<file path="src/rtl/cdq_pkg.sv">
// ---------------------------------------------------------------------------
// cdq_pkg
// shared constants, codes and control types of the circular deque
// ---------------------------------------------------------------------------
package cdq_pkg;

	localparam int unsigned CDQ_DEPTH  = 32;
	localparam int unsigned DATA_W     = 32;
	localparam int unsigned QLEN_W     = 6;
	localparam int unsigned QLEN_RESET = 32;

	// command codes
	localparam logic [1:0] CMD_PUSH_FRONT = 2'd0;
	localparam logic [1:0] CMD_POP_FRONT  = 2'd1;
	localparam logic [1:0] CMD_PUSH_REAR  = 2'd2;
	localparam logic [1:0] CMD_POP_REAR   = 2'd3;

	// status codes
	localparam logic [1:0] STS_DONE  = 2'd0;
	localparam logic [1:0] STS_FULL  = 2'd1;
	localparam logic [1:0] STS_EMPTY = 2'd2;

	// controller to datapath
	typedef struct packed {
		logic cfg_wr;
		logic load;
		logic exec;
		logic finish;
	} cdq_ctl_t;

	// datapath to controller
	typedef struct packed {
		logic pop_go;
	} cdq_sts_t;

endpackage

</file>
<file path="src/rtl/cdq_ctrl.sv">
// ---------------------------------------------------------------------------
// cdq_ctrl
// sequencer of the circular deque: accept, execute, optional pop read
// ---------------------------------------------------------------------------
module cdq_ctrl
	import cdq_pkg::*;
(
	input  logic     clk,
	input  logic     arst_n,
	input  logic     start,
	input  logic     cfg_valid,
	input  cdq_sts_t sts,
	output cdq_ctl_t ctl,
	output logic     busy,
	output logic     done
);

	typedef enum logic [1:0] {
		S_IDLE,
		S_EXEC,
		S_POP
	} state_t;

	state_t state_q;
	logic   done_q;

	always_ff @(posedge clk or negedge arst_n) begin
		if (!arst_n) begin
			state_q <= S_IDLE;
			done_q  <= 1'b0;
		end else begin
			done_q <= 1'b0;
			case (state_q)
				S_IDLE: begin
					if (start) state_q <= S_EXEC;
				end
				S_EXEC: begin
					if (sts.pop_go) begin
						state_q <= S_POP;
					end else begin
						state_q <= S_IDLE;
						done_q  <= 1'b1;
					end
				end
				S_POP: begin
					state_q <= S_IDLE;
					done_q  <= 1'b1;
				end
				default: state_q <= S_IDLE;
			endcase
		end
	end

	assign busy       = (state_q != S_IDLE);
	assign done       = done_q;
	assign ctl.cfg_wr = cfg_valid && (state_q == S_IDLE);
	assign ctl.load   = start && (state_q == S_IDLE);
	assign ctl.exec   = (state_q == S_EXEC);
	assign ctl.finish = (state_q == S_POP);

endmodule

</file>
<file path="src/rtl/cdq_dpath.sv">
// ---------------------------------------------------------------------------
// cdq_dpath
// slot memory, front/rear indices, empty flag, length and result registers
// ---------------------------------------------------------------------------
module cdq_dpath
	import cdq_pkg::*;
#(
	parameter int unsigned DEPTH = CDQ_DEPTH
) (
	input  logic                     clk,
	input  logic                     arst_n,
	input  cdq_ctl_t                 ctl,
	input  logic [QLEN_W-1:0]        cfg_data,
	input  logic [1:0]               cmd,
	input  logic signed [DATA_W-1:0] data_in,
	output cdq_sts_t                 sts,
	output logic signed [DATA_W-1:0] data_out,
	output logic [1:0]               status
);

	localparam int unsigned IDX_W   = $clog2(DEPTH);
	localparam int unsigned LEN_W   = $clog2(DEPTH + 1);
	localparam int unsigned CW      = (LEN_W > QLEN_W) ? LEN_W : QLEN_W;
	localparam int unsigned LEN_RST = (QLEN_RESET > DEPTH) ? DEPTH : QLEN_RESET;

	logic [1:0]               cmd_q;
	logic signed [DATA_W-1:0] data_q;
	logic [IDX_W-1:0]         front_q, rear_q;
	logic                     empty_q;
	logic [LEN_W-1:0]         len_q;
	logic signed [DATA_W-1:0] mem_q [DEPTH];
	logic signed [DATA_W-1:0] rd_q;
	logic signed [DATA_W-1:0] data_out_q;
	logic [1:0]               status_q;

	logic [CW-1:0]    cfg_ext;
	logic [LEN_W-1:0] len_nxt;
	logic [IDX_W-1:0] last_idx, front_dec, front_inc, rear_dec, rear_inc;
	logic             is_push;
	logic             wr_en;
	logic [IDX_W-1:0] wr_idx, rd_idx;
	logic [IDX_W-1:0] front_nxt, rear_nxt;
	logic             empty_nxt;
	logic [1:0]       st;
	logic             pop_go;

	// length clamp to 1..DEPTH
	always_comb begin
		cfg_ext = CW'(cfg_data);
		if (cfg_ext == '0)
			len_nxt = LEN_W'(1);
		else if (cfg_ext > CW'(DEPTH))
			len_nxt = LEN_W'(DEPTH);
		else
			len_nxt = LEN_W'(cfg_ext);
	end

	// wrapped neighbor indices
	always_comb begin
		last_idx  = IDX_W'(len_q - LEN_W'(1));
		front_dec = (front_q == '0) ? last_idx : front_q - IDX_W'(1);
		rear_dec  = (rear_q == '0) ? last_idx : rear_q - IDX_W'(1);
		front_inc = ((LEN_W'(front_q) + LEN_W'(1)) >= len_q) ? '0 : front_q + IDX_W'(1);
		rear_inc  = ((LEN_W'(rear_q) + LEN_W'(1)) >= len_q) ? '0 : rear_q + IDX_W'(1);
	end

	// command decision
	always_comb begin
		is_push   = (cmd_q == CMD_PUSH_FRONT) || (cmd_q == CMD_PUSH_REAR);
		wr_en     = 1'b0;
		wr_idx    = '0;
		rd_idx    = front_q;
		front_nxt = front_q;
		rear_nxt  = rear_q;
		empty_nxt = empty_q;
		st        = STS_DONE;
		pop_go    = 1'b0;
		if (is_push) begin
			if (empty_q) begin
				wr_en     = 1'b1;
				front_nxt = '0;
				rear_nxt  = '0;
				empty_nxt = 1'b0;
			end else if (cmd_q == CMD_PUSH_FRONT) begin
				if (front_dec == rear_q) begin
					st = STS_FULL;
				end else begin
					wr_en     = 1'b1;
					wr_idx    = front_dec;
					front_nxt = front_dec;
				end
			end else begin
				if (rear_inc == front_q) begin
					st = STS_FULL;
				end else begin
					wr_en    = 1'b1;
					wr_idx   = rear_inc;
					rear_nxt = rear_inc;
				end
			end
		end else begin
			if (empty_q) begin
				st = STS_EMPTY;
			end else begin
				pop_go = 1'b1;
				rd_idx = (cmd_q == CMD_POP_FRONT) ? front_q : rear_q;
				if (front_q == rear_q) begin
					front_nxt = '0;
					rear_nxt  = '0;
					empty_nxt = 1'b1;
				end else if (cmd_q == CMD_POP_FRONT) begin
					front_nxt = front_inc;
				end else begin
					rear_nxt = rear_dec;
				end
			end
		end
	end

	assign sts.pop_go = ctl.exec && pop_go;

	// control state
	always_ff @(posedge clk or negedge arst_n) begin
		if (!arst_n) begin
			front_q <= '0;
			rear_q  <= '0;
			empty_q <= 1'b1;
			len_q   <= LEN_W'(LEN_RST);
		end else if (ctl.cfg_wr) begin
			front_q <= '0;
			rear_q  <= '0;
			empty_q <= 1'b1;
			len_q   <= len_nxt;
		end else if (ctl.exec) begin
			front_q <= front_nxt;
			rear_q  <= rear_nxt;
			empty_q <= empty_nxt;
		end
	end

	// captured transaction
	always_ff @(posedge clk) begin
		if (ctl.load) begin
			cmd_q  <= cmd;
			data_q <= data_in;
		end
	end

	// slot memory, registered read
	always_ff @(posedge clk) begin
		if (ctl.exec && wr_en) mem_q[wr_idx] <= data_q;
		if (ctl.exec) rd_q <= mem_q[rd_idx];
	end

	// result registers
	always_ff @(posedge clk) begin
		if (ctl.exec && !pop_go) begin
			data_out_q <= '0;
			status_q   <= st;
		end else if (ctl.finish) begin
			data_out_q <= rd_q;
			status_q   <= STS_DONE;
		end
	end

	assign data_out = data_out_q;
	assign status   = status_q;

endmodule

</file>
<file path="src/rtl/circular_deque_top.sv">
// ---------------------------------------------------------------------------
// circular_deque_top
// double-ended queue in a circular slot memory with programmable length
// ---------------------------------------------------------------------------
// a transaction is taken when start is high and busy is low; its result shows
// on data_out and status for exactly one cycle while done is high, and the
// receiver has no way to stall it. a push or a refused command is resolved
// in the execute state alone, a successful pop goes on through the pop read
// state, because the slot memory read is registered and the popped word
// leaves through the result register in the cycle after that read. a new
// transaction may be started in the very cycle done is high. writing the
// length register (cfg_valid with cfg_ready) empties the queue; the length is
// clamped to 1..DEPTH, and cfg_ready is high only while the block is idle.
// ---------------------------------------------------------------------------
module circular_deque_top
	import cdq_pkg::*;
#(
	parameter int unsigned DEPTH = CDQ_DEPTH
) (
	input  logic                     clk,
	input  logic                     arst_n,
	// command channel
	input  logic                     start,
	output logic                     busy,
	input  logic [1:0]               cmd,
	input  logic signed [DATA_W-1:0] data_in,
	// result strobe
	output logic                     done,
	output logic signed [DATA_W-1:0] data_out,
	output logic [1:0]               status,
	// length register write channel
	input  logic                     cfg_valid,
	output logic                     cfg_ready,
	input  logic [QLEN_W-1:0]        cfg_data
);

	cdq_ctl_t ctl;
	cdq_sts_t sts;

	// sequencer: idle -> execute -> (pop read) -> idle
	cdq_ctrl u_ctrl (
		.clk       (clk),
		.arst_n    (arst_n),
		.start     (start),
		.cfg_valid (cfg_valid),
		.sts       (sts),
		.ctl       (ctl),
		.busy      (busy),
		.done      (done)
	);

	// indices, slot memory and result registers
	cdq_dpath #(
		.DEPTH (DEPTH)
	) u_dpath (
		.clk      (clk),
		.arst_n   (arst_n),
		.ctl      (ctl),
		.cfg_data (cfg_data),
		.cmd      (cmd),
		.data_in  (data_in),
		.sts      (sts),
		.data_out (data_out),
		.status   (status)
	);

	// length writes only land between transactions
	assign cfg_ready = !busy;

endmodule

</file>
<file path="config.mk">
export PLATFORM = sky130hd
export DESIGN_NAME = circular_deque_top
export DESIGN_NICKNAME = d
export VERILOG_FILES = /design/src/rtl/cdq_pkg.sv /design/src/rtl/cdq_ctrl.sv /design/src/rtl/cdq_dpath.sv /design/src/rtl/circular_deque_top.sv
export SDC_FILE = /design/constraint.sdc
export NUM_CORES = 1
export LEC_CHECK = 0
export ABC_AREA = 0
export ABC_CLOCK_PERIOD_IN_PS = 6600
export BUFFER_PORTS_ARGS = -buffer_cell sky130_fd_sc_hd__buf_2
export CORE_MARGIN = 10
export CORE_UTILIZATION = 62
export CTS_CLUSTER_SIZE = 12
export DETAILED_ROUTE_END_ITERATION = 6
export PLACE_DENSITY = 0.79
export SYNTH_ARGS = -nofsm -noshare
export SYNTH_HDL_FRONTEND = slang
export SYNTH_SLANG_ARGS = --single-unit
</file>
<file path="constraint.sdc">
create_clock -name clk -period 6.6 [get_ports clk]
set_clock_uncertainty 0.1 [all_clocks]
set_input_delay 0.66 -clock clk [delete_from_list [all_inputs] [get_ports clk]]
set_output_delay 0.66 -clock clk [all_outputs]
set_load 0.02 [all_outputs]
</file>
-- Yosys cells after proc, flatten, opt, wreduce, memory -nomap -nowiden
Memories as Yosys holds them, arrays and structs flattened. A register that Yosys moved wholly into a read port is not among the register bits.
Index checks and enable logic that the tools add are counted.
- add/sub/neg operators: 7
- order comparisons: 3
- equality and inequality tests: 14
- multiplexer cells: 59
- reduce and logical (&&, ||, !) cells: 19
- operator list (cell ; count):
    5-bit 2-to-1 mux ; 30
    4-bit by 3-bit != test with 1-bit output, second input constant ; 5
    1-bit 2-to-1 mux ; 17
    2-bit 2-to-1 mux ; 8
    5-bit equality test ; 3
    5-bit by 1-bit subtractor with 5-bit output, second input constant ; 3
    5-bit by 1-bit adder with 6-bit output, second input constant ; 2
    6-bit >= comparator ; 2
    6-bit 2-to-1 mux ; 2
    5-bit by 1-bit adder with 5-bit output, second input constant ; 2
    5-bit zero test ; 2
    5-bit AND reduction ; 2
    6-bit greater-than comparator, second input constant ; 1
    6-bit zero test ; 1
    2-bit nonzero test ; 3
    1-bit logical AND ; 5
    2-bit by 1-bit equality test with 1-bit output, second input constant ; 2
    2-bit equality test, second input constant ; 2
    2-bit zero test ; 2
    2-bit case mux with 2 select lines ; 1
    4-bit nonzero test ; 1
    3-bit != test, second input constant ; 1
    1-bit zero test ; 2
    2-bit != test, second input constant ; 1
    other kinds (2) ; 2
- register bits: 88
- RAM bits: 1024
- input port bits: 44
- output and inout bits: 37
- logic and storage cells: 113
- memories: 1
- memory list (name ; words ; width ; read ports ; clocked after memory_dff ; wr ports ; RTL line ; source):
    u_dpath.mem_q ; 32 ; 32 ; 1 ; 1 ; 1 ; cdq_dpath.sv:31 ; logic signed [DATA_W-1:0] mem_q [DEPTH];

-- Longest topological paths before layout
- depth in word-level cells: 11
- depth in mapped cells: 15

-- Cells and area by module
A second synthesis with hierarchy kept.
- cell total of the unflattened synthesis: 3267
- area, all modules: 46263.1 um^2
- by module, submodules not included (module ; times used ; cells each ; area an instance (um^2) ; seq. area each (um^2)):
    cdq_dpath ; 1 ; 3248 ; 46051.7 ; 33860.0
    cdq_ctrl ; 1 ; 18 ; 207.7 ; 75.1
    circular_deque_top ; 1 ; 1 ; 3.8 ; 0.0

-- Least setup slack after synthesis
No wires, ideal clock.
- path kind: register -> register
- from: register u_dpath.rear_q[3]
- to: memory u_dpath.mem_q[23][0] (enable)
- arrival: 4.577 ns
- required time: 6.079 ns
- setup slack: 1.501 ns
- stages on the path, launching flop included: 15
- path buffers: 2
- period minus slack after synthesis: 5.099 ns
- cell sequence: dfrtp_1 clkbuf_1 nand3_1 xnor2_1 inv_1 ha_1 a21oi_1 a21boi_0 a21oi_1 clkbuf_1 a21oi_1 nor3_1 a211oi_1 nand3_1 nor2_1
- cells in the longest elaborated chain, start to end: 11
- ends and longest elaborated chain (what ; RTL line ; source):
    start, declared ; cdq_dpath.sv:28 ; logic [IDX_W-1:0] front_q, rear_q;
    start signal, assigned ; cdq_dpath.sv:136 ; rear_q <= rear_nxt;
    5-bit by 1-bit adder with 6-bit output ; cdq_dpath.sv:64 ; rear_inc = ((LEN_W'(rear_q) + LEN_W'(1)) >= len_q) ? '0 : rear_q + IDX_W'(1);
    6-bit >= comparator ; cdq_dpath.sv:64 ;
    5-bit 2-to-1 mux ; cdq_dpath.sv:64 ;
    5-bit equality test ; cdq_dpath.sv:93 ; if (rear_inc == front_q) begin
    1-bit 2-to-1 mux ; cdq_dpath.sv:93 ;
    1-bit 2-to-1 mux ; cdq_dpath.sv:84 ; end else if (cmd_q == CMD_PUSH_FRONT) begin
    1-bit 2-to-1 mux ; cdq_dpath.sv:79 ; if (empty_q) begin
    1-bit 2-to-1 mux ; cdq_dpath.sv:78 ; if (is_push) begin
    1-bit logical AND ; cdq_dpath.sv:151 ; if (ctl.exec && wr_en) mem_q[wr_idx] <= data_q;
    1-bit 2-to-1 mux ; cdq_dpath.sv:151 ;
    1-bit 2-to-1 mux (implied by the code) ; cdq_dpath.sv:151 ;
    end, declared ; cdq_dpath.sv:31 ;
Parallel ways exist; a longest one is shown, timed or not.

-- Final worst setup path
- from: register u_dpath.rear_q[1]
- to: memory u_dpath.mem_q[12][30] (enable)
The elaborated chain is that of the path after synthesis.

==> impl_metrics.json <==
{
  "regToRegSetupSlack_ns": 0.75,
  "die-area_um2": 83400,
  "grt_util_all_layers_pct": 28.5,
  "status": "finished, final reports clean",
  "drive_gt1_share_pct": 23.2,
  "vias": 24571,
  "die_w_um": 289,
  "cellPowerDensity_nw_per_um2": 418,
  "syn_avg_cell_area_um2": 18.6,
  "numCtsBuffers": 111,
  "layout_worst_path_cycle_share_pct": 88.6,
  "placed_cells_incl_taps": 3409,
  "drcViolationCount": 0,
  "synth.most_common_cell": "sky130_fd_sc_hd__edfxtp_1",
  "postSynth.topFlopCell": "sky130_fd_sc_hd__edfxtp_1",
  "total_core_area_um2": 71600,
  "endpoint_kind": "flip-flop",
  "setup_viol": 0,
  "initial_core_util_pct": 62.6,
  "timing.critical_path.arrival_ns": 6.02,
  "yosysSeqAreaShare_pct": 75.7,
  "synth_edf_count": 1092,
  "num_io_pins": 81,
  "post_synth_inst_count": 2416,
  "internal_power_uw": 14200,
  "drt-total-wl_um": 117000,
  "yosys_register_bits": 1144,
  "setup-tns-final_ns": 0,
  "drt_first_pass_iters": 6,
  "grt_pass1_vias": 24636,
  "r2r_end": "u_dpath.mem_q[12][30]",
  "port_buffers": 80,
  "hold_ws_ns": 0.0645,
  "netlist.area_leader.share_pct": 73.2,
  "num-fill-cells": 4214,
  "gp_routability_congestion": 0.921,
  "syn_area_um2": 44800,
  "switching_power_uw": 6970,
  "maxUsedRoutingLayer": "met5",
  "area.growth.synth_to_final_pct": 12.7,
  "worst_setup_path_type": "reg -> reg",
  "postRouteAntennaNets": 0,
  "leakage_uw": 0.0167,
  "clock_sink_count": 1144,
  "clock_insertion_delay_worst_skew_ns": 0.67,
  "grt-ovfl-total": 0,
  "finish.net_count": 2637,
  "net_count_of_the_mapped_netlist": 2480,
  "synth.lib_cells_used.distinct": 68,
  "routedWlPerCell_um": 32.4,
  "detailed_placement_hpwl_um": 68300,
  "synthArstFlopShare_pct": 1.75,
  "critPathMaxFanout": 32,
  "max_cap_viol_count": 0,
  "yosysWarningCount": 0,
  "hold_path_class": "in -> reg",
  "regToRegStartpoint": "u_dpath.rear_q[1]",
  "critical_path.startpoint": "u_dpath.rear_q[1]",
  "library_cell_used_as_clock_root_buffer": "sky130_fd_sc_hd__clkbuf_16",
  "maximum_number_of_pins_on_one_net_before_global_route_repair": 65,
  "max-clock-path-buffers": 3,
  "post-cts-setup-buffer-count": 0,
  "die_height_um": 289,
  "power.share.clock_pct": 27.8,
  "clk_pin_slew_worst_paths_ns": 0.06,
  "p_seq_share_pct": 42.3,
  "grt_setup_unrepaired": "false",
  "clock.fmax_mhz": 171,
  "r2r_cells": 14,
  "met3WireLength_um": 14500,
  "post-route-min-period_ns": 5.85,
  "drv_slew": 0,
  "vdd.ir_drop.worst_mv": 0.286,
  "detail_route.wirelength.met1_um": 41400,
  "worst-endpoint-required_ns": 6.77,
  "grt_first_pass_wirelength_um": 171000,
  "worst_slew_margin_rel_pct": 4.80,
  "first_iter_violations": 3343,
  "cts_tree": "yes",
  "hold_violations": 0,
  "h-tree-depth": 3,
  "rows": 98,
  "netSwitchingFraction_pct": 33.0,
  "design_power_total_uw": 21100,
  "critical_path.startpoint_type": "flip-flop",
  "synth_area_leader_cell": "sky130_fd_sc_hd__edfxtp_1",
  "antenna_found_initial": 9,
  "combPwrFrac_pct": 30.0,
  "final-instance-count-excl-fill": 3605,
  "viasPerCell": 6.82,
  "synth.cells.most_frequent": "1092 x sky130_fd_sc_hd__edfxtp_1, 309 x sky130_fd_sc_hd__nand2_1, 256 x sky130_fd_sc_hd__mux4_2",
  "yosys-top-cells-area": "sky130_fd_sc_hd__edfxtp_1 73%, sky130_fd_sc_hd__mux4_2 13%, sky130_fd_sc_hd__nand2_1 2.6%, sky130_fd_sc_hd__nand3_1 2.0%, sky130_fd_sc_hd__dfxtp_1 1.4%",
  "timing_worst_slew_pin_value_ns": 1.43,
  "crit_end": "u_dpath.mem_q[12][30]",
  "detailroute.wirelength.met2_um": 54600
}
-- repair_timing --
action                                 4_1_cts  5_1_grt
hold buffers                                 1        0
endpoints found under the hold margin       18        0
gates resized for setup                      0        0
-- cells in the final DEF, fill, tap and decap left out, drive strengths merged, types with 4 or more instances in the layout --
| cell type | count |
|---|---|
| buf | 178 |
| a211oi | 13 |
| clkbuf | 184 |
| nor4 | 5 |
| dfxtp | 32 |
| ha | 20 |
| nor2 | 96 |
| inv | 24 |
| nand3b | 8 |
| mux4 | 256 |
| mux2i | 37 |
| xnor2 | 11 |
| nand3 | 177 |
| and2 | 5 |
| nor3 | 8 |
| nand2b | 5 |
| dfrtp | 18 |
| nor2b | 8 |
| or3 | 7 |
| edfxtp | 1092 |
| clkinv | 6 |
| o31ai | 4 |
| nand4 | 4 |
| o21ai | 58 |
| a21oi | 27 |
| nand2 | 309 |
| xor2 | 7 |
| and3 | 5 |
| o211ai | 7 |
-- power groups by stage --
stage | sequential, uW | combinational (uW) | clock, uW
CTS | 8930 | 6240 | 5900
global route | 8970 | 6690 | 6200
floorplan | 9180 | 3670 | 0
finish | 8930 | 6340 | 5870
global placement | 9050 | 6050 | 0
detailed placement | 9070 | 6170 | 0
-- cells by family (layout without fill, tap and decap cells) --
family                     count (synthesis)  after routing  share of synthesized area, %
DFF                                     1144           1144                          75.7
and+or+nand+nor                          647            647                          6.38
muxes                                    294            294                          13.7
buffers and inverters                    158            396                          1.38
AOI/OAI and AO/OA                        135            135                          1.90
adders and majority gates                 20             20                         0.558
xor gates and xnor gates                  18             18                         0.352
other                                      0              1                             0
-- how the worst min path moves through the flow --
stage / startpoint / endpoint / cells after the start
floorplan: arst_n / u_ctrl.done / 0
global placement: u_dpath.rd_q[1] / u_dpath.data_out[1] / 2
detailed placement: u_dpath.rd_q[31] / u_dpath.data_out[31] / 2
CTS: data_in[27] / u_dpath.data_q[27] / 1
global route: data_in[27] / u_dpath.data_q[27] / 1
finish: cmd[0] / u_dpath.cmd_q[0] / 1
-- per-layer routing --
layer  vias to the layer above  track usage (%)
li1                       9908                -
met1                     12515             38.3
met2                      1847             43.5
met3                       291             7.39
met4                        10             14.0
met5                         -                0
-- area by class of cell --
cell class	count	area [um^2]	share of cell area [%]
Tap cell	950	1190	2.35
Multi-Input combinational cell	1114	10600	20.9
Sequential cell	1144	33900	67.2
Inverter	23	86.3	0.171
Timing Repair Buffer	179	1460	2.89
Clock buffer	184	3170	6.27
Clock inverter	10	109	0.215
Antenna cell	1	2.50	0.00495
-- sequential cells by signal (all words and copies together), names as in the netlist, 2 cells and up --
signal            flops
u_ctrl.state_q        2
u_dpath.cmd_q         2
u_dpath.data_out     32
u_dpath.data_q       32
u_dpath.front_q       5
u_dpath.len_q         6
u_dpath.mem_q      1024
u_dpath.rd_q         32
u_dpath.rear_q        5
u_dpath.status        2
-- worst max-delay path: stages (launching register included) --
cell                        delay [ns]
sky130_fd_sc_hd__dfrtp_1          0.60
sky130_fd_sc_hd__ha_1             0.31
sky130_fd_sc_hd__nand3_1          0.11
sky130_fd_sc_hd__xnor2_1          0.18
sky130_fd_sc_hd__buf_4            0.17
sky130_fd_sc_hd__inv_1            0.06
sky130_fd_sc_hd__ha_1             0.31
sky130_fd_sc_hd__a21oi_1          0.14
sky130_fd_sc_hd__a21boi_0         0.16
sky130_fd_sc_hd__a21oi_1          0.84
sky130_fd_sc_hd__nand2_1          0.11
sky130_fd_sc_hd__a211oi_1         0.42
sky130_fd_sc_hd__nor4_1           0.18
sky130_fd_sc_hd__nand4bb_1        0.65
sky130_fd_sc_hd__nor2_4           1.08
-- through the flow --
stage	area (um^2)	util, %	worst slack, ns
final	50500	70.6	0.752
after global routing	50500	70.6	0.356
after CTS	50500	70.6	0.852
after detailed placement	47200	66.0	0.877
after global placement	47200	66.0	0.961
after floorplan	44800	-	1.50
(Power assumes the default switching activity.)
